**src/design/stbs_pkg.sv**
```systemverilog
`timescale 1ns / 1ps
// ----------------------------------------------------------------------------
// stbs_pkg
// Shared constants, codes and types of the sorted table binary search core.
// ----------------------------------------------------------------------------
package stbs_pkg;

  localparam int TABLE_DEPTH_DEF = 1024;
  localparam int DATA_WIDTH_DEF  = 32;

  localparam int IN_IDX_W  = 10;
  localparam int IN_DATA_W = 32;
  localparam int LEN_CFG_W = 11;
  localparam int PADDR_W   = 3;
  localparam int PDATA_W   = 32;

  localparam logic REQ_WRITE  = 1'b0;
  localparam logic REQ_SEARCH = 1'b1;

  localparam logic [PADDR_W-3:0] REG_ARRAY_LENGTH = '0;

  typedef enum logic [1:0] {
    ST_IDLE,
    ST_READ,
    ST_CMP,
    ST_DONE
  } stbs_state_t;

  typedef struct packed {
    logic                found;
    logic [IN_IDX_W-1:0] match_index;
  } stbs_result_t;

endpackage

```
**src/design/stbs_cfg.sv**
```systemverilog
`timescale 1ns / 1ps
// ----------------------------------------------------------------------------
// stbs_cfg
// APB-style register file holding the number of sorted entries in use.
// ----------------------------------------------------------------------------
module stbs_cfg import stbs_pkg::*; (
  input  logic                 clk,
  input  logic                 rst_n,
  input  logic                 psel,
  input  logic                 penable,
  input  logic                 pwrite,
  input  logic [PADDR_W-1:0]   paddr,
  input  logic [PDATA_W-1:0]   pwdata,
  output logic [PDATA_W-1:0]   prdata,
  output logic                 pready,
  output logic [LEN_CFG_W-1:0] array_length
);

  logic [LEN_CFG_W-1:0] len_r;
  logic [LEN_CFG_W-1:0] len_nxt;
  logic                 sel_len;

  assign sel_len = (paddr[PADDR_W-1:2] == REG_ARRAY_LENGTH);
  assign pready  = 1'b1;

  always_comb begin
    len_nxt = len_r;
    if (psel && penable && pwrite && sel_len) begin
      len_nxt = pwdata[LEN_CFG_W-1:0];
    end
  end

  always_ff @(posedge clk) begin
    if (!rst_n) begin
      len_r <= '0;
    end else begin
      len_r <= len_nxt;
    end
  end

  always_comb begin
    prdata = '0;
    if (sel_len) begin
      prdata = PDATA_W'(len_r);
    end
  end

  assign array_length = len_r;

endmodule

```
**config.mk**
```make
export PLATFORM = sky130hd
export DESIGN_NAME = stbs_cfg
export DESIGN_NICKNAME = d
export VERILOG_FILES = /design/src/design/stbs_pkg.sv /design/src/design/stbs_cfg.sv
export SDC_FILE = /design/constraint.sdc
export NUM_CORES = 1
export LEC_CHECK = 0
export BUFFER_PORTS_ARGS = -buffer_cell sky130_fd_sc_hd__buf_4
export CAP_MARGIN = 0
export CORE_UTILIZATION = 32
export CTS_CLUSTER_DIAMETER = 200
export DETAILED_ROUTE_END_ITERATION = 7
export MAX_ROUTING_LAYER = met4
export PLACE_DENSITY = 0.79
export SLEW_MARGIN = 20
export SYNTH_ARGS = -nofsm -noshare
export SYNTH_HDL_FRONTEND = slang
export SYNTH_SLANG_ARGS = --single-unit
```
**constraint.sdc**
```tcl
create_clock -name clk -period 1.4 [get_ports clk]
set_input_delay 0.42 -clock clk [delete_from_list [all_inputs] [get_ports clk]]
set_output_delay 0.42 -clock clk [all_outputs]
set_load 0.1 [all_outputs]
```
# [Yosys cells after proc, flatten, opt, wreduce, memory -nomap -nowiden]
# Cells that the tools add are included.
[op_classes] n_mux=1 n_bitwise=1 reduce_logical=3
[ops] operator="two-way mux 11 bit" count=1
[ops] operator="logical AND 1 bit" count=3
[ops] operator="NOT 1 bit" count=1
[word_totals] register_bits=11 input_bits=40 out_inout_bits=44 elab_cells=6

# [Longest topological paths before layout]
[logic_depth] depth_word=3 depth_mapped=3 mapped_depth_nobuf=2

# [Worst setup path after synthesis]
# No wires, ideal clock.
[synth_timing] kind="reg-to-output" start="reg len_r[0], in the netlist array_length[0]" end="out prdata[0]" arrival_time_ns=2.391 t_required_ns=0.980 slack_ns=-1.411 path_stages_with_launch=2 cell_sequence="dfxtp_1 nor2b_1"
[synth_via] elab_chain_cells=1
[synth_rtl] element="start, declared" line="stbs_cfg.sv:19" rtl="logic [LEN_CFG_W-1:0] len_r;"
[synth_rtl] element="start signal, assigned" line="stbs_cfg.sv:37" rtl="len_r <= len_nxt;"
[synth_rtl] element="two-way mux 11 bit" line="stbs_cfg.sv:43" rtl="if (sel_len) begin"
[synth_rtl] element="end, declared" line="stbs_cfg.sv:14" rtl="output logic [PDATA_W-1:0] prdata,"
# Every way passes these cells.

# [Worst setup path in the final report]
[layout_timing] start="in paddr[2]" end="out prdata[10]"
[layout_via] elab_chain_cells=1
[layout_rtl] element="start, declared" line="stbs_cfg.sv:12" rtl="input logic [PADDR_W-1:0] paddr,"
[layout_rtl] element="two-way mux 11 bit" line="stbs_cfg.sv:43"
# Every way passes these cells.

==> flow_metrics.tcl <==
set metrics [dict create \
    drc 0 \
    grt_pass1_vias 599 \
    core_area_um2 2020 \
    worst_setup_path_start_kind "input pin" \
    fin_area_um2 1220 \
    instances_no_fill 149 \
    ctsHoldBuffers 0 \
    drt-pass1-iter-count 2 \
    diodes 0 \
    clock_sinks 11 \
    netlist_area_um2 703 \
    die_h_um 48.9 \
    cpMaxStageDelayCell "buf_12" \
    finish.utilization_pct 60.5 \
    grt_max_degree 23 \
    fin_skew_ns 0 \
    io_buffers 38 \
    synth-seq-cells 11 \
    path_max_fanout 8 \
    violations "negative setup slack" \
    dp_slack_ns -0.119 \
    timing.fmax_ghz 0.710 \
    outcome "complete, but fails checks" \
    dp_hpwl_um 1170 \
    p_per_area_nw_per_um2 802 \
    drive_gt1_share_pct 54.1 \
    antenna_left 0 \
    largest_reg_flops 11 \
    place_inst 145 \
    max_stage_delay_ns 0.18 \
    final_common_cell "buf_4" \
    vdd_drop_max_uv 409 \
    grt_overflow_total 0 \
    postSynthCellCount 84 \
    rsz0062_at_grt "yes" \
    dr_total_vias 606 \
    htree_levels 1 \
    path_clk_slew_ns 0.07 \
    nFillCells 171 \
    cts_tree "built" \
    place_area_um2 1060 \
    clk_latency_ns 0.25 \
    required_ns 0.98 \
    grt.total_usage_pct 15.2 \
    grt_first_pass_wirelength_um 2790 \
    die_x_um 48.9 \
    setup_tns_ns -0.0231 \
    synth.yosys.seq_area_share_pct 31.3 \
    io_pins 84 \
    critPathKind "in -> out" \
    crit_path_end_kind "output pin" \
    finalCritPeriodShare_pct 101 \
    avgSynthCellArea_um2 8.37 \
    period_minus_slack_ns 1.41 \
    wl_per_cell_um 10.9 \
    path_cells "buf_8 > buf_12 > nor2b_4 > buf_12" \
    cts_max_path_buffers 2 \
    hp-class "in -> reg" \
    whs_ns 0.408 \
    ys_warn_count 0 \
    setup_slack_ns -0.00940 \
    critPathArrivalTime_ns 0.99 \
    cts_root_buf "clkbuf_4" \
    routed_wl_um 1630 \
    report.final.hold_viol_count 0 \
    mostFrequentLayoutCells "buf_4 (26), nand2_1 (22), conb_1 (22)" \
    cellLeakagePower_nw 0.524 \
    viasPerCell 4.07 \
    total_power_uw 981 \
    initialDrtViolationCount 4 \
    start_util_pct 34.8 \
    cts_setup_buffers 0 \
    cpMostUsedCell "buf_12" \
    nNetsFinal 163 \
    r2r_slack_ns 0.79 \
    grt_antenna_before_repair 0 \
    area_growth_pct 74.0 \
    cts_made_buffers 3 \
    rows 16 \
    slew_viol_final 0 \
    gp_congestion 0.656 \
    synth_cell_types 11 \
    setup_viol 4 \
    maxCapViolCount 0 \
    fp.dieArea_um2 2390 \
]
[final cells by class]
class / count / area (um2) / area share [%]
repair buffers: 40 / 465 / 38.0
clock buffers: 4 / 26.3 / 2.15
multi-input cells: 67 / 437 / 35.7
well taps: 27 / 33.8 / 2.76
flip-flops and latches: 11 / 262 / 21.4
[kinds of logic after synthesis]
| family | share of synthesized area, % |
|---|---|
| simple gates | 23.7 |
| flops | 31.3 |
| mux | 15.7 |
| buf+inv | 28.3 |
| other cells | 1.07 |
[report_power, final]
group / switching [mW] / internal (mW) / total [mW] / leakage [nW]
clock: 0.0981 / 0.110 / 0.208 / 0.0150
sequential: 0.00516 / 0.303 / 0.308 / 0.0977
combinational: 0.382 / 0.0828 / 0.465 / 0.411
[critical path, delay by kind of cell]
family | cells | cell delay [ns]
AND/OR/NAND/NOR | 1 | 0.13
buffers and inverters | 3 | 0.43
[per-layer routing]
| metal | GRT usage, % | vias to the layer above | part of all wire (%) |
|---|---|---|---|
| met5 | - | - | 0 |
| met4 | 2.94 | 0 | 0 |
| met3 | 3.74 | 0 | 7.7 |
| met2 | 28.5 | 35 | 56 |
| met1 | 16.2 | 274 | 36 |
| li1 | - | 297 | - |
[Yosys cell counts]
master | number | share of area, %
conb_1 | 2 | 1.1
nor2b_1 | 10 | 8.9
nand2_1 | 22 | 12
buf_12 | 1 | 2.8
buf_2 | 2 | 1.4
and4b_4 | 1 | 2.0
buf_4 | 22 | 23
clkbuf_1 | 1 | 0.53
and2b_1 | 1 | 1.1
dfxtp_1 | 11 | 31
mux2i_1 | 11 | 16
[timing repair]
action                                 in CTS  in global routing
gates resized for setup                    29                  5
endpoints found under the hold margin       0                  0
setup endpoints to repair                  11                 11
pin swaps                                   0                  0
cloned                                      0                  0
[worst paths after layout]
kind,from,end,depth (start not counted)
setup reg to reg,array_length[0],array_length[0],2
hold reg to reg,array_length[8],array_length[8],2
setup / recovery,paddr[2],prdata[10],4
hold / removal,pwdata[8],array_length[8],3
(Power assumes the default switching activity.)
