<file path="src/design/stbs_pkg.sv">
`timescale 1ns / 1ps
// ----------------------------------------------------------------------------
// stbs_pkg
// Shared constants, codes and types of the sorted table binary search core.
// ----------------------------------------------------------------------------
package stbs_pkg;

  localparam int TABLE_DEPTH_DEF = 1024;
  localparam int DATA_WIDTH_DEF  = 32;

  localparam int IN_IDX_W  = 10;
  localparam int IN_DATA_W = 32;
  localparam int LEN_CFG_W = 11;
  localparam int PADDR_W   = 3;
  localparam int PDATA_W   = 32;

  localparam logic REQ_WRITE  = 1'b0;
  localparam logic REQ_SEARCH = 1'b1;

  localparam logic [PADDR_W-3:0] REG_ARRAY_LENGTH = '0;

  typedef enum logic [1:0] {
    ST_IDLE,
    ST_READ,
    ST_CMP,
    ST_DONE
  } stbs_state_t;

  typedef struct packed {
    logic                found;
    logic [IN_IDX_W-1:0] match_index;
  } stbs_result_t;

endpackage

</file>
<file path="src/design/stbs_ctrl.sv">
`timescale 1ns / 1ps
// ----------------------------------------------------------------------------
// stbs_ctrl
// Search sequencer: one probe address and one signed compare per step,
// narrowing the interval until the key is found or the interval is empty.
// ----------------------------------------------------------------------------
module stbs_ctrl import stbs_pkg::*; #(
  parameter  int TABLE_DEPTH = TABLE_DEPTH_DEF,
  parameter  int DATA_WIDTH  = DATA_WIDTH_DEF,
  localparam int IDX_W       = $clog2(TABLE_DEPTH),
  localparam int LEN_W       = $clog2(TABLE_DEPTH + 1)
) (
  input  logic                        clk,
  input  logic                        rst_n,
  input  logic                        in_valid,
  output logic                        in_stall,
  input  logic                        in_req_type,
  input  logic [IN_IDX_W-1:0]         in_entry_index,
  input  logic signed [IN_DATA_W-1:0] in_data_value,
  input  logic [LEN_CFG_W-1:0]        array_length,
  output logic                        out_valid,
  input  logic                        out_stall,
  output stbs_result_t                out_res,
  output logic                        mem_we,
  output logic [IDX_W-1:0]            mem_waddr,
  output logic [DATA_WIDTH-1:0]       mem_wdata,
  output logic [IDX_W-1:0]            mem_raddr,
  input  logic [DATA_WIDTH-1:0]       mem_rdata
);

  stbs_state_t           state_r, state_nxt;
  logic [LEN_W-1:0]      lo_r, lo_nxt;
  logic [LEN_W-1:0]      hi_r, hi_nxt;
  logic [IDX_W-1:0]      mid_r, mid_nxt;
  logic [DATA_WIDTH-1:0] key_r, key_nxt;
  logic                  hit_r, hit_nxt;
  logic                  out_valid_r, out_valid_nxt;
  stbs_result_t          out_res_r, out_res_nxt;

  logic                  idle;
  logic [LEN_W-1:0]      len_sat;
  logic [LEN_W-1:0]      span;
  logic [LEN_W-1:0]      mid_calc;
  logic                  in_range;
  logic                  probe_eq;
  logic                  probe_gt;
  logic                  out_free;

  assign idle     = (state_r == ST_IDLE);
  assign in_stall = !idle;
  assign out_free = !out_valid_r || !out_stall;

  always_comb begin
    if (32'(array_length) > 32'(TABLE_DEPTH)) begin
      len_sat = LEN_W'(TABLE_DEPTH);
    end else begin
      len_sat = LEN_W'(array_length);
    end
  end

  assign span     = hi_r - lo_r - LEN_W'(1);
  assign mid_calc = lo_r + (span >> 1);
  assign in_range = (32'(in_entry_index) < 32'(TABLE_DEPTH));
  assign probe_eq = (mem_rdata == key_r);
  assign probe_gt = ($signed(mem_rdata) > $signed(key_r));

  always_comb begin
    state_nxt = state_r;
    case (state_r)
      ST_IDLE: begin
        if (in_valid && (in_req_type == REQ_SEARCH)) begin
          state_nxt = ST_READ;
        end
      end
      ST_READ: begin
        if (lo_r < hi_r) begin
          state_nxt = ST_CMP;
        end else begin
          state_nxt = ST_DONE;
        end
      end
      ST_CMP: begin
        if (probe_eq) begin
          state_nxt = ST_DONE;
        end else begin
          state_nxt = ST_READ;
        end
      end
      ST_DONE: begin
        if (out_free) begin
          state_nxt = ST_IDLE;
        end
      end
      default: state_nxt = ST_IDLE;
    endcase
  end

  always_comb begin
    lo_nxt        = lo_r;
    hi_nxt        = hi_r;
    mid_nxt       = mid_r;
    key_nxt       = key_r;
    hit_nxt       = hit_r;
    out_res_nxt   = out_res_r;
    out_valid_nxt = out_valid_r && out_stall;
    mem_we        = 1'b0;
    mem_waddr     = IDX_W'(in_entry_index);
    mem_wdata     = DATA_WIDTH'($unsigned(in_data_value));
    mem_raddr     = IDX_W'(mid_calc);
    case (state_r)
      ST_IDLE: begin
        if (in_valid && (in_req_type == REQ_SEARCH)) begin
          lo_nxt  = '0;
          hi_nxt  = len_sat;
          key_nxt = DATA_WIDTH'($unsigned(in_data_value));
          hit_nxt = 1'b0;
        end else if (in_valid && in_range) begin
          mem_we = 1'b1;
        end
      end
      ST_READ: begin
        mid_nxt = IDX_W'(mid_calc);
      end
      ST_CMP: begin
        if (probe_eq) begin
          hit_nxt = 1'b1;
        end else if (probe_gt) begin
          hi_nxt = LEN_W'(mid_r);
        end else begin
          lo_nxt = LEN_W'(mid_r) + LEN_W'(1);
        end
      end
      ST_DONE: begin
        if (out_free) begin
          out_valid_nxt         = 1'b1;
          out_res_nxt.found     = hit_r;
          out_res_nxt.match_index = hit_r ? IN_IDX_W'(mid_r) : '0;
        end
      end
      default: begin
        hit_nxt = 1'b0;
      end
    endcase
  end

  always_ff @(posedge clk) begin
    if (!rst_n) begin
      state_r     <= ST_IDLE;
      out_valid_r <= 1'b0;
    end else begin
      state_r     <= state_nxt;
      out_valid_r <= out_valid_nxt;
    end
  end

  always_ff @(posedge clk) begin
    lo_r      <= lo_nxt;
    hi_r      <= hi_nxt;
    mid_r     <= mid_nxt;
    key_r     <= key_nxt;
    hit_r     <= hit_nxt;
    out_res_r <= out_res_nxt;
  end

  assign out_valid = out_valid_r;
  assign out_res   = out_res_r;

endmodule

</file>
<file path="config.mk">
export PLATFORM = sky130hd
export DESIGN_NAME = stbs_ctrl
export DESIGN_NICKNAME = d
export VERILOG_FILES = /design/src/design/stbs_pkg.sv /design/src/design/stbs_ctrl.sv
export SDC_FILE = /design/constraint.sdc
export NUM_CORES = 1
export LEC_CHECK = 0
export BUFFER_PORTS_ARGS = -buffer_cell sky130_fd_sc_hd__clkbuf_2
export CORE_MARGIN = 2
export CORE_UTILIZATION = 35
export CTS_BUF_LIST = sky130_fd_sc_hd__clkbuf_8
export CTS_CLUSTER_DIAMETER = 100
export CTS_CLUSTER_SIZE = 12
export DETAILED_ROUTE_END_ITERATION = 10
export SLEW_MARGIN = 20
export SYNTH_ARGS = -nofsm -noshare
export SYNTH_HDL_FRONTEND = slang
export SYNTH_SLANG_ARGS = --single-unit
</file>
<file path="constraint.sdc">
create_clock -name clk -period 3.5 [get_ports clk]
set_clock_uncertainty 0.2 [all_clocks]
set_input_delay 0 -clock clk [delete_from_list [all_inputs] [get_ports clk]]
set_output_delay 0 -clock clk [all_outputs]
set_load 0.02 [all_outputs]
</file>
Word level (Yosys, flattened, before mapping)
Cells that the tools add are included.
{"block": "word_totals", "ff_bits": 79, "latch_bits": 0, "mem_bits_rw": 0, "rom_bits": 0, "inputBits": 90, "word_cells": 62, "mem_count": 0}
{"block": "classes", "add_sub_neg": 4, "mul": 0, "div": 0, "n_lt_le_gt_ge": 3, "eq_ne": 10, "shifts": 0, "muxes": 22, "bitwise": 0, "n_reduce_logical": 14}
{"operator": "$mux 11", "count": 7}
{"operator": "$pmux 11 s2", "count": 2}
{"operator": "$eq 32x32->1", "count": 1}
{"operator": "$gt 32x32->1", "count": 1}
{"operator": "$add 10x1->11 const B", "count": 1}
{"operator": "$gt 11x11->1 const B", "count": 1}
{"operator": "$lt 11x11->1", "count": 1}
{"operator": "$sub 11x1->11 const B", "count": 1}
{"operator": "$sub 11x11->11", "count": 1}
{"operator": "$add 10x10->10", "count": 1}
{"operator": "$ne 2x2->1 const B", "count": 5}
{"operator": "$mux 1", "count": 8}
{"operator": "$pmux 2 s4", "count": 1}
{"operator": "$reduce_and 4->1", "count": 2}
{"operator": "$mux 2", "count": 3}
{"operator": "$reduce_and 2->1", "count": 3}
{"operator": "$eq 2x2->1 const B", "count": 2}
{"operator": "$logic_not 1->1", "count": 3}
{"operator": "$reduce_and 3->1", "count": 1}
{"operator": "$eq 2x1->1 const B", "count": 1}
{"operator": "$logic_and 1x1->1", "count": 2}
{"operator": "$logic_not 2->1", "count": 1}
{"operator": "$ne 2x1->1 const B", "count": 1}
{"operator": "$pmux 1 s2", "count": 1}
{"operator": "other kinds (2)", "count": 2}

Depth between registers and ports, before layout
{"block": "logic_depth", "word_depth": 4, "ltp_mapped": 14, "depth_no_buf": 14}

Least setup slack after synthesis
Ideal clock, no wire load.
{"block": "synth_path", "kind": "register to register", "from": "register lo_r[1]", "to": "register mid_r[9] (data pin)", "setup_time_ps": 272, "arrival_time_ps": 2884, "t_required_ps": 3028, "path_slack_ps": 144, "stages_incl_launch_ff": 15, "path_buffers": 0, "period_less_slack_ps": 3356, "cell_sequence": "edfxtp_1 > inv_1 > ha_1 > inv_1 > o21bai_1 > a31o_2 > a21oi_1 > xnor2_1 > ha_1 > nor3_1 > nor2_1 > a31oi_1 > o21ai_0 > xnor2_1 > xnor2_1"}
{"block": "synth_between", "elab_chain_len": 3}
{"item": "start: declaration", "line": "stbs_ctrl.sv:32", "rtl": "logic [LEN_W-1:0] lo_r, lo_nxt;"}
{"item": "start signal: assignment", "line": "stbs_ctrl.sv:157", "rtl": "lo_r <= lo_nxt;"}
{"item": "$sub 11x11->11", "line": "stbs_ctrl.sv:61", "rtl": "assign span = hi_r - lo_r - LEN_W'(1);"}
{"item": "$sub 11x1->11", "line": "stbs_ctrl.sv:61"}
{"item": "$add 10x10->10 (*)", "line": "stbs_ctrl.sv:62", "rtl": "assign mid_calc = lo_r + (span >> 1);"}
{"item": "net mem_raddr[9]", "line": "stbs_ctrl.sv:27", "rtl": "output logic [IDX_W-1:0] mem_raddr,"}
{"item": "end signal: assignment", "line": "stbs_ctrl.sv:159", "rtl": "mid_r <= mid_nxt;"}
{"item": "end: declaration", "line": "stbs_ctrl.sv:34", "rtl": "logic [IDX_W-1:0] mid_r, mid_nxt;"}
Mark *: on every way through the listed nets, which the timed path passes. The rest lies on a longest branch.
A chain may end at the register's enable or synchronous reset.

Final worst setup path
{"block": "layout_path", "from": "register lo_r[1]", "to": "output port mem_raddr[9]"}
{"block": "layout_between", "elab_chain_len": 3}
{"item": "$sub 11x11->11", "line": "stbs_ctrl.sv:61"}
{"item": "$sub 11x1->11", "line": "stbs_ctrl.sv:61"}
{"item": "$add 10x10->10 (*)", "line": "stbs_ctrl.sv:62"}
{"item": "end: declaration", "line": "stbs_ctrl.sv:27"}
Every way passes the cells marked *; elsewhere a longest branch is shown, timed or not.

==> key figures <==
Run status
  – Status: complete, but fails checks
  – Failing checks: setup timing

Timing
  – FMAX: 278 MHz
  – RSZ-0062 raised after global routing: true
  – Minimum clock period: 3600 ps
  – # setup viols final: 1
  – Hold Vio Cnt, Final: 0
  – Relative slew slack: 0.309
  – Setup slack after layout: -100 ps
  – Worst-margin pin slew: 1030 ps
  – Final Max Slew Viols: 0
  – Part of the cycle the worst path needs: 1.03

Layout
  – Multi-input gate area: 2270 um^2
  – Fill cells: about 1,300
  – Share of cells above drive strength 1: 0.290
  – Fin util: 0.479
  – Seq. cell area: 2340 um^2
  – Diodes inserted: 0
  – Area Growth Syn to Fin: 32.4%
  – Nets: 816

Clock tree
  – H-tree depth: 3
  – CTS tree: built
  – Clock buffer depth: 2
  – Clock Sinks: 79
  – CTS root buf: clkbuf_8
  – CTS Buf Count: 9
  – Worst skew pair latency: 380 ps
  – Clk slew on worst S/H paths: 90 ps

Logic synthesis
  – Commonest cells in the netlist: edfxtp_1 (76), ha_1 (61), inv_1 (58)
  – Syn Nets: approximately 630
  – Post-synth top area share: 0.451
  – Largest area contributor in the netlist: edfxtp_1
  – Count of cell types in the netlist: 46
  – Syn. warnings: 0
  – Cells after synthesis: 479
  – Synth Flop Type: edfxtp_1
  – Ys async rst share: 0
  – Syn avg cell area: 10.6 um^2
  – Post-Syn Area: 5060 um^2
  – Top post-synthesis cells by area: edfxtp_1 (45%), ha_1 (15%), buf_4 (6.2%), inv_1 (4.3%), a21oi_1 (3.3%)
  – #FFs+latches synth: 79
  – Most frequent cell after synthesis: edfxtp_1
  – Post-synth EDFFs: 76
  – Register area share after synthesis: 0.463

GRT
  – Initial antenna violation count: 0
  – Global-route wire length before repair: 20,600 um
  – Remaining global-route overflow: 0
  – Total GRT Usage: 0.168
  – Largest net degree at the start of global routing: 33
  – Vias in the first global route: 4,323

Placement
  – Worst slack, placed: between 90 and 100 ps
  – Port Buf Inserts: between 100 and 150
  – Post-DP HPWL: between 9000 and 10,000 um
  – Final Wtd Congestion: between 0.8 and 0.9

Setup path
  – Critical Path Start Type: register
  – Arrival time worst endpoint: 3400 ps
  – Worst R2R Start: lo_r[1]
  – Worst Path Class, Setup: reg -> out
  – R2r endpoint: mid_r[9]
  – Required @ worst endpoint: 3300 ps
  – Reg2Reg Setup Slack: 140 ps
  – Critical Path End Type: output pin
  – Critical path fanouts, max: 4
  – Worst r2r path cells: 15

Die
  – Die Ht: roughly 120 um
  – Die X: 124 um
  – Core Area: 14,000 um^2
  – # rows: 43
  – I/O pins: 156
  – Die area: 15,400 um^2
  – Initial Util: 0.362

Route
  – DRT Pass-1 Iters: 4
  – Vias per cell: 4.87
  – Post-Route WL: roughly 13,000 um
  – Via count: ~4,100
  – Initial DRC count: ~170
  – Remaining DRCs: 0
  – ANT nets after route: 0
  – WL per Instance: 15.2 um

Power
  – Power density cells: 461 nW/um^2
  – Overall Power: just over 3 mW
  – Maximum VDD drop: around 0.22 mV
  – Leak: 3.06 nW

Worst hold path
  – HP Class: in -> reg
  – Hold Crit Depth: 3
  – Sink of the worst hold path: hit_r
  – Worst hold start: in_valid

Run
  – Max cap viols: 0
==> how the worst max path moves through the flow <==
| stage | start | end | slack [ps] | cells past startpoint |
|---|---|---|---|---|
| 2_1_floorplan | lo_r[1] | mid_r[9] | 140 | 14 |
| 3_3_place_gp | lo_r[0] | mid_r[9] | 210 | 14 |
| 3_5_place_dp | lo_r[0] | mem_raddr[9] | 100 | 15 |
| 4_1_cts | lo_r[0] | mem_raddr[9] | -40 | 14 |
| 5_1_grt | lo_r[0] | mem_raddr[9] | -300 | 15 |
| 6_report | lo_r[1] | mem_raddr[9] | -100 | 15 |
==> area by class of cell <==
cell class                      instances  area share
Sequential cell                        79       0.350
Timing Repair Buffer                  218       0.219
Clock inverter                          7     0.00710
Multi-Input combinational cell        297       0.339
Inverter                               58      0.0325
Clock buffer                            9      0.0185
Tap cell                              180      0.0336
==> cells by family (layout without fill, tap and decap cells) <==
| family | after synthesis | in the layout | share of synthesized area |
|---|---|---|---|
| and+or+nand+nor | 130 | 130 | 0.130 |
| DFF | 79 | 79 | 0.463 |
| xor gates and xnor gates | 22 | 22 | 0.0381 |
| buffers and inverters | 103 | 292 | 0.108 |
| AOI/OAI and AO/OA | 82 | 82 | 0.103 |
| adders and majority gates | 63 | 63 | 0.159 |
==> registers in the layout, indices dropped and copies added (netlist names) <==
| register | cells |
|---|---|
| key_r | 32 |
| hi_r | 11 |
| lo_r | 11 |
| out_res | 11 |
| mid_r | 10 |
| state_r | 2 |
| hit_r | 1 |
| out_valid | 1 |
==> per-stage QoR <==
stage          instance area (um^2)  TNS, ps  cells  hold WS, ps
3_5_place_dp                   5650        0    752         -200
2_1_floorplan                  5060        0    479         -120
6_report                       6700     -100    848         9.44
4_1_cts                        6600    -67.7    843         10.8
3_3_place_gp                   5650        0    752         -200
5_1_grt                        6700     -484    848         51.3
==> power by group <==
part	total (mW)	internal, mW	switching, mW
sequential	1.24	1.16	0.0812
clock	0.640	0.259	0.381
combinational	1.20	0.546	0.658
==> per-layer routing <==
metal	part of all wire	GRT usage	routed length [um]
met5	0	0	0
met1	0.42	0.198	5400
met2	0.49	0.290	6290
met3	0.071	0.0443	924
met4	0.024	0.0687	312
==> critical path, stage by stage, from the launching register on <==
cell and delay [ps]:
edfxtp_1 430, inv_1 70, ha_1 310, inv_1 60, o21bai_1 80, a31o_2 290
a21oi_2 150, xnor2_1 140, ha_2 310, nor3_2 170, nor2_1 50, a31oi_1 220
o21ai_1 130, xnor2_1 230, xnor2_1 190, buf_4 190
==> timing repair <==
item / 4_1_cts / 5_1_grt
endpoints found under the hold margin: 67 / 0
resized for setup: 12 / 16
endpoints found under the setup margin: 3 / 4
gates cloned: 0 / 0
pin swaps: 6 / 18
hold buffers: 64 / 0
setup buffers: 11 / 6
==> placed cells by master (no fill, tap or decap), types with 6 or more instances in the layout <==
master and instances:
a21o_1 7, a21oi_1 30, and2_1 12, buf_4 20
clkbuf_2 132, clkbuf_8 9, dlygate4sd3_1 64, edfxtp_1 76
ha_1 57, inv_1 57, nand2_1 36, nand3_1 10
nand3b_1 7, nand4_1 8, nor2_1 23, nor2b_1 6
o21ai_0 14, xnor2_1 13, xor2_1 6
No activity file was read; power rests on OpenSTA's default activity.
